[src/sv/mcrl_pkg.sv]
package mcrl_pkg;

  localparam int unsigned RING_CAP = 256;

  typedef logic [8:0]  ring_cnt_t;
  typedef logic [7:0]  slot_t;
  typedef logic [31:0] word_t;

  typedef enum logic [1:0] {
    REQ_SCAN = 2'd0,
    REQ_DONE = 2'd1,
    REQ_SAVE = 2'd2
  } req_type_t;

  typedef enum logic {
    KIND_WRITE  = 1'b0,
    KIND_REPORT = 1'b1
  } result_kind_t;

  localparam logic REG_RING_RECORDS = 1'b0;
  localparam ring_cnt_t RING_RECORDS_RESET = 9'd256;

  // slot after s in a ring of n slots
  function automatic slot_t next_slot(input ring_cnt_t s, input ring_cnt_t n);
    ring_cnt_t inc;
    inc = s + 9'd1;
    next_slot = (inc >= n) ? 8'd0 : inc[7:0];
  endfunction

endpackage

[src/sv/monotonic_counter_ring_log.sv]
// Counter ring log: a scan pass over the stored records (req_type 0, slot 0
// first) finds the last good duplicated record; a scan-done transaction
// (req_type 1) returns that slot and value as a report and arms the save
// pointer after it. Save transactions (req_type 2) return a write command for
// the next ring slot when the value differs from the last one saved or
// recovered. One transaction is taken per clock while in_stall is low: the item
// is decoded against the state registers combinationally and the result lands
// in the output register at the edge that accepts it. in_stall is raised only
// while a result sits in the output register and out_stall holds it. The ring
// size comes from register 0 (byte address 0), clamped to 1..256 and to
// MAX_RECORDS.
module monotonic_counter_ring_log #(
  parameter int unsigned MAX_RECORDS = 256
) (
  input  logic                   clk,
  input  logic                   rst_n,
  input  logic                   in_valid,
  output logic                   in_stall,
  input  logic [1:0]             in_req_type,
  input  logic [31:0]            in_record_first,
  input  logic [31:0]            in_record_second,
  input  logic [31:0]            in_save_value,
  output logic                   out_valid,
  input  logic                   out_stall,
  output logic                   out_result_kind,
  output logic [7:0]             out_slot,
  output logic [31:0]            out_value,
  input  logic                   cfg_psel,
  input  logic                   cfg_penable,
  input  logic                   cfg_pwrite,
  input  logic [2:0]             cfg_paddr,
  input  logic [31:0]            cfg_pwdata,
  output logic [31:0]            cfg_prdata,
  output logic                   cfg_pready
);
  import mcrl_pkg::*;

  ring_cnt_t ring_size;

  mcrl_regs #(.MAX_RECORDS(MAX_RECORDS)) u_regs (
    .clk        (clk),
    .rst_n      (rst_n),
    .cfg_psel   (cfg_psel),
    .cfg_penable(cfg_penable),
    .cfg_pwrite (cfg_pwrite),
    .cfg_paddr  (cfg_paddr),
    .cfg_pwdata (cfg_pwdata),
    .cfg_prdata (cfg_prdata),
    .cfg_pready (cfg_pready),
    .ring_size  (ring_size)
  );

  ring_cnt_t    scan_count_r, scan_count_nxt;
  word_t        scan_latest_r, scan_latest_nxt;
  logic         scan_stopped_r, scan_stopped_nxt;
  word_t        tail_value_r, tail_value_nxt;
  slot_t        write_slot_r, write_slot_nxt;
  word_t        last_saved_r, last_saved_nxt;

  logic         out_valid_r;
  result_kind_t out_kind_r, out_kind_nxt;
  slot_t        out_slot_r, out_slot_nxt;
  word_t        out_value_r, out_value_nxt;
  logic         emit;

  logic         accept;
  ring_cnt_t    rpt_slot;
  ring_cnt_t    save_slot;

  assign in_stall = out_valid_r && out_stall;
  assign accept   = in_valid && !in_stall;

  always_comb begin
    scan_count_nxt   = scan_count_r;
    scan_latest_nxt  = scan_latest_r;
    scan_stopped_nxt = scan_stopped_r;
    tail_value_nxt   = tail_value_r;
    write_slot_nxt   = write_slot_r;
    last_saved_nxt   = last_saved_r;
    out_kind_nxt     = KIND_WRITE;
    out_slot_nxt     = 8'd0;
    out_value_nxt    = 32'd0;
    emit             = 1'b0;
    rpt_slot         = ring_size - 9'd1;
    save_slot        = 9'd0;

    if (scan_count_r != 9'd0 && (scan_count_r - 9'd1) < ring_size) begin
      rpt_slot = scan_count_r - 9'd1;
    end
    if ({1'b0, write_slot_r} < ring_size) begin
      save_slot = {1'b0, write_slot_r};
    end

    case (in_req_type)
      REQ_SCAN: begin
        tail_value_nxt = in_record_second;
        if (!scan_stopped_r) begin
          if (scan_count_r >= ring_size || in_record_first != in_record_second ||
              in_record_first < scan_latest_r) begin
            scan_stopped_nxt = 1'b1;
          end else begin
            scan_latest_nxt = in_record_first;
            scan_count_nxt  = scan_count_r + 9'd1;
          end
        end
      end
      REQ_DONE: begin
        emit             = 1'b1;
        out_kind_nxt     = KIND_REPORT;
        out_slot_nxt     = rpt_slot[7:0];
        out_value_nxt    = (scan_count_r == 9'd0) ? tail_value_r : scan_latest_r;
        write_slot_nxt   = next_slot(rpt_slot, ring_size);
        last_saved_nxt   = out_value_nxt;
        scan_count_nxt   = 9'd0;
        scan_latest_nxt  = 32'd0;
        scan_stopped_nxt = 1'b0;
        tail_value_nxt   = 32'd0;
      end
      REQ_SAVE: begin
        if (in_save_value != last_saved_r) begin
          emit           = 1'b1;
          out_kind_nxt   = KIND_WRITE;
          out_slot_nxt   = save_slot[7:0];
          out_value_nxt  = in_save_value;
          write_slot_nxt = next_slot(save_slot, ring_size);
          last_saved_nxt = in_save_value;
        end
      end
      default: begin
      end
    endcase
  end

  always_ff @(posedge clk) begin
    if (!rst_n) begin
      scan_count_r   <= 9'd0;
      scan_latest_r  <= 32'd0;
      scan_stopped_r <= 1'b0;
      tail_value_r   <= 32'd0;
      write_slot_r   <= 8'd0;
      last_saved_r   <= 32'd0;
      out_valid_r    <= 1'b0;
    end else begin
      if (accept) begin
        scan_count_r   <= scan_count_nxt;
        scan_latest_r  <= scan_latest_nxt;
        scan_stopped_r <= scan_stopped_nxt;
        tail_value_r   <= tail_value_nxt;
        write_slot_r   <= write_slot_nxt;
        last_saved_r   <= last_saved_nxt;
        out_valid_r    <= emit;
      end else if (!out_stall) begin
        out_valid_r <= 1'b0;
      end
    end
  end

  // result payload, loaded only when a transaction produces one
  always_ff @(posedge clk) begin
    if (accept && emit) begin
      out_kind_r  <= out_kind_nxt;
      out_slot_r  <= out_slot_nxt;
      out_value_r <= out_value_nxt;
    end
  end

  assign out_valid       = out_valid_r;
  assign out_result_kind = out_kind_r;
  assign out_slot        = out_slot_r;
  assign out_value       = out_value_r;

  a_done_reports: assert property (@(posedge clk) disable iff (!rst_n)
    accept && in_req_type == REQ_DONE |=> out_valid_r && out_kind_r == KIND_REPORT)
    else $error("scan-done transaction did not produce a report");

  a_count_bound: assert property (@(posedge clk) disable iff (!rst_n)
    scan_count_r <= 9'd256)
    else $error("scan count beyond ring capacity");

  // a pending result always carries the most recently saved or recovered value
  a_out_matches_saved: assert property (@(posedge clk) disable iff (!rst_n)
    out_valid_r |-> out_value_r == last_saved_r)
    else $error("pending result value differs from last saved value");

endmodule

[src/sv/mcrl_regs.sv]
module mcrl_regs #(
  parameter int unsigned MAX_RECORDS = 256
) (
  input  logic                 clk,
  input  logic                 rst_n,
  input  logic                 cfg_psel,
  input  logic                 cfg_penable,
  input  logic                 cfg_pwrite,
  input  logic [2:0]           cfg_paddr,
  input  logic [31:0]          cfg_pwdata,
  output logic [31:0]          cfg_prdata,
  output logic                 cfg_pready,
  output mcrl_pkg::ring_cnt_t  ring_size
);
  import mcrl_pkg::*;

  localparam int unsigned LIMIT = (MAX_RECORDS < RING_CAP) ? MAX_RECORDS : RING_CAP;
  localparam ring_cnt_t LIMIT_CNT = ring_cnt_t'(LIMIT);

  ring_cnt_t ring_records_r;
  ring_cnt_t clamped;
  logic      reg_sel;

  assign cfg_pready = 1'b1;
  assign reg_sel    = (cfg_paddr[2] == REG_RING_RECORDS);

  always_ff @(posedge clk) begin
    if (!rst_n) begin
      ring_records_r <= RING_RECORDS_RESET;
    end else if (cfg_psel && cfg_penable && cfg_pwrite && reg_sel) begin
      ring_records_r <= cfg_pwdata[8:0];
    end
  end

  assign cfg_prdata = reg_sel ? {23'd0, ring_records_r} : 32'd0;

  always_comb begin
    clamped = ring_records_r;
    if (clamped == 9'd0) begin
      clamped = 9'd1;
    end
    if (clamped > LIMIT_CNT) begin
      clamped = LIMIT_CNT;
    end
  end

  assign ring_size = clamped;

endmodule
[config.mk]
export PLATFORM = sky130hd
export DESIGN_NAME = monotonic_counter_ring_log
export DESIGN_NICKNAME = d
export VERILOG_FILES = /design/src/sv/mcrl_pkg.sv /design/src/sv/monotonic_counter_ring_log.sv /design/src/sv/mcrl_regs.sv
export SDC_FILE = /design/constraint.sdc
export NUM_CORES = 1
export LEC_CHECK = 0
export BUFFER_PORTS_ARGS = -buffer_cell sky130_fd_sc_hd__buf_4
export CAP_MARGIN = 20
export CELL_PAD_IN_SITES_DETAIL_PLACEMENT = 2
export CELL_PAD_IN_SITES_GLOBAL_PLACEMENT = 2
export CORE_MARGIN = 3
export CORE_UTILIZATION = 31
export CTS_CLUSTER_SIZE = 20
export DETAILED_ROUTE_END_ITERATION = 8
export PLACE_DENSITY = 0.77
export SLEW_MARGIN = 40
export SYNTH_ARGS = -nofsm -noshare
export SYNTH_HDL_FRONTEND = slang
export SYNTH_SLANG_ARGS = --single-unit
[constraint.sdc]
create_clock -name clk -period 6.75 [get_ports clk]
set_clock_uncertainty 0.05 [all_clocks]
set_input_delay 1.35 -clock clk [delete_from_list [all_inputs] [get_ports clk]]
set_output_delay 1.35 -clock clk [all_outputs]
set_load 0.02 [all_outputs]
==> metrics.md <==
| Metric | Value |
|---|---|
| Final min period | around 6 ns |
| Syn Std Cell Area | roughly 11000 um^2 |
| Proportion of layout cells with a drive suffix above 1 | 0.164 |
| Post-place setup slack | between 0.7 and 0.8 ns |
| Post-route cell area | 13000 um^2 |
| Final Core Density | 0.383 |
| Initial antenna violation count | 1 |
| Overall routed net length | 39100 um |
| Outcome | completed |
| Ys flop type | dfxtp_1 |
| Die Ht | roughly 190 um |
| Core region area | between 30000 and 40000 um^2 |
| RSZ-0062 raised after global routing | no |
| Peak VDD IR | 0.196 mV |
| Clk buf depth | 2 |
| Synth Area per Inst | between 8 and 9 um^2 |
| HP Start | tail_value_r[14] |
| Register bit total from synthesis | about 170 |
| Area grow syn2layout | 20.1% |
| Drt initial violations | about 510 |
| Residual DRC | 0 |
| Worst setup SP type | flip-flop |
| Critical path peak fanout | 9 |
| DR WL/cell | between 20 and 25 um |
| Root Buffer | clkbuf_16 |
| Die area | around 37000 um^2 |
| Hold violation count in the final report | 0 |
| CTS tree | yes |
| Setup violations, final | 0 |
| Max-slew headroom | 0.351 |
| Antenna-violating nets left | 0 |
| Static Leakage | slightly above 5 nW |
| GPL Wtd Cong | 0.824 |
| Reg-to-Reg Start | scan_count_r[0] |
| Initial Util | 0.319 |
| H-tree depth | 4 |
| Vias in the first global route | between 10000 and 15000 |
| Post-synth top area cell | dfxtp_1 |
| Yosys top cell area share | 0.229 |
| TritonCTS Buffers | 17 |
| Post-synth EDFFs | 41 |
| Clock-pin transition on the worst setup and hold timing paths | approximately 0.07 ns |
| Syn. warnings | 0 |
| Max-cap violation count | 0 |
| Clock latency at the later pin of the worst-skew pair | ~0.46 ns |
| # port buffers | between 150 and 200 |
| CP max stage delay | 0.46 ns |
| Crit-path cells | inv_1, ha_1, nand2b_4, or4_4, xor2_1, inv_1, ha_1, a211o_1, o311a_1, a211oi_4, nor2_1, a21oi_1, ha_1, nand2_1, nor3_2, xor2_1, ha_1, o211a_1, a2111o_1, a31oi_1, buf_4, and4_1, a211oi_1, a21oi_1 |
| DR vias | roughly 9800 |
| Placed inst area | about 12000 um^2 |
| Gr usage total | 0.211 |
| Slowest cell on crit path | or4_4 |
| Combinational Power Share | 0.200 |
| IO Pins | 216 |
| DR pass1 iterations | 5 |
| Max Freq | about 170 MHz |
| Worst min-delay path class | flip-flop to flip-flop |
| Library cells used by synthesis | 65 |
| Pin slew with the least headroom to its limit | approximately 0.96 ns |
| Internal power | approximately 1.8 mW |
| Register area share after synthesis | 0.343 |
| Most common cell on crit path | ha_1 |
| Period utilisation layout | 0.889 |
| First-pass GRT wire length | approximately 60000 um |
| Sw power | between 0.7 and 0.8 mW |
| Crit end category | flip-flop |
| Grt total ovfl | 0 |
| Final #Nets | approximately 1600 |
| Crit path arrival time | 6.34 ns |
| Critical path origin | scan_count_r[0] |
| Post-CTS Setup Inserts | 0 |
| Power Dens Cells | 199 nW/um^2 |
| Cells after Synth | around 1300 |
| CTS Hold Bufs | 0 |
| Final setup TNS | 0 ns |
| Sink Count | 165 |
| Via-to-Cell Ratio | 5.21 |
| Rows | 67 |
| Fin. max-slew vios | 0 |
| Synth area leaders | dfxtp_1 23%, edfxtp_1 11%, ha_1 9.5% |
| Net Sw Frac | 0.305 |
| Synth async-reset ratio | 0 |
| Post-detail-place hpwl | roughly 29000 um |
| Non-Filler Instances | about 1900 |
| Sequential share of power | 0.411 |
| Post-CTS Resized | 0 |
| Die X | just under 200 um |
| Clock share of power | 0.389 |
| Worst EP required | 7.09 ns |
| Inst Count DP | between 1500 and 2000 |
| Final setup margin | 0.746 ns |
| Critical path type | flip-flop to flip-flop |
| Largest net degree at the start of global routing | 68 |
-- layout make-up --
type                            count  area [um^2]
Tap cell                          448          561
Fill cell                        3816        20900
Multi-Input combinational cell    999         6550
Clock buffer                       17          425
Antenna cell                        1         2.50
Timing Repair Buffer              186         1400
Clock inverter                     15          154
Inverter                           53          199
Sequential cell                   165         3710
-- layer usage --
layer	vias to the layer above	wire, um	track usage
met5	-	0	0
met4	0	437	0.0428
met3	23	1780	0.0401
met1	4922	18200	0.288
met2	184	18600	0.347
li1	4679	-	-
-- kinds of logic (layout without fill, tap and decap cells) --
kind of cell / count (synthesis) / after routing / share of synthesized area
AOI/OAI and AO/OA: 271 / 271 / 0.161
xor gates and xnor gates: 88 / 88 / 0.0712
adders and majority gates: 82 / 82 / 0.0948
buffers and inverters: 148 / 271 / 0.0629
DFF: 165 / 165 / 0.343
muxes: 46 / 46 / 0.0432
other: 2 / 25 / 0.000694
and+or+nand+nor: 488 / 488 / 0.223
-- state kept, by name (all words and copies together), names as in the netlist --
name	flops
out_result_kind	1
u_regs.ring_records_r	9
write_slot_r	8
scan_stopped_r	1
last_saved_r	32
out_valid	1
scan_count_r	9
out_slot	8
scan_latest_r	32
out_value	32
tail_value_r	32
-- critical path, delay by kind of cell, from the launching register on --
kind,cells,cell delay (ns)
DFF,1,0.40
buffers and inverters,3,0.47
adders and majority gates,4,1.22
and+or+nand+nor,6,1.12
xor gates and xnor gates,2,0.44
AOI/OAI and AO/OA,9,2.22
-- through the flow --
stage                     hold slack [ns]  power [mW]
after detailed placement            0.400        1.60
after global routing                0.433        2.71
final                               0.408        2.59
after global placement              0.390        1.57
after CTS                           0.409        2.61
after floorplan                     0.383        1.40
-- cell usage after synthesis (all sizes together), types with 12 or more instances --
cell type  number
a21oi          71
clkbuf         50
a22oi          40
o31ai          34
xor2           20
nand2         168
ha             82
inv            52
and2           34
nand3          15
mux2i          43
dfxtp         124
buf            45
o21ai          62
nor2b          88
xnor2          68
nand2b         12
nor2           95
nor3           18
edfxtp         41
nand4          21
-- worst paths after layout --
check	end	depth (start not counted)	slack [ns]
worst max-delay path	write_slot_r[6]	24	0.75
worst min-delay path	tail_value_r[14]	2	0.41
worst max register to register	write_slot_r[6]	24	0.75
worst min register to register	tail_value_r[14]	2	0.41
-- power by group through the flow --
| stage | clock network (mW) | logic (mW) | registers [mW] |
|---|---|---|---|
| after global routing | 1.07 | 0.571 | 1.07 |
| final | 1.01 | 0.516 | 1.06 |
| after global placement | 0 | 0.490 | 1.08 |
| after CTS | 1.03 | 0.518 | 1.06 |
| after detailed placement | 0 | 0.513 | 1.09 |
| after floorplan | 0 | 0.309 | 1.09 |
-- layout by cell type (no fill, tap or decap), types with 3 or more instances in the layout --
| master | n |
|---|---|
| inv_6 | 3 |
| buf_4 | 185 |
| xor2_1 | 20 |
| o21ai_0 | 58 |
| o21a_1 | 6 |
| a21o_1 | 10 |
| clkinv_2 | 5 |
| o211a_1 | 4 |
| and2_1 | 34 |
| nor3_1 | 17 |
| a31oi_1 | 4 |
| clkinvlp_4 | 3 |
| o31ai_1 | 34 |
| and3_1 | 5 |
| dfxtp_1 | 124 |
| nor2_1 | 95 |
| nand3_1 | 15 |
| xnor2_1 | 68 |
| nand2b_1 | 11 |
| mux2i_1 | 42 |
| nor2b_1 | 88 |
| a22oi_1 | 40 |
| inv_1 | 52 |
| or3_1 | 10 |
| ha_1 | 81 |
| nand2_1 | 168 |
| edfxtp_1 | 41 |
| mux2_2 | 3 |
| nand4_1 | 21 |
| a211oi_1 | 9 |
| conb_1 | 24 |
| clkbuf_16 | 17 |
| nor4_1 | 6 |
| a21boi_0 | 8 |
| o21ai_1 | 3 |
| o211ai_1 | 4 |
| a21oi_1 | 71 |
Power figures use the tool's default switching activity.
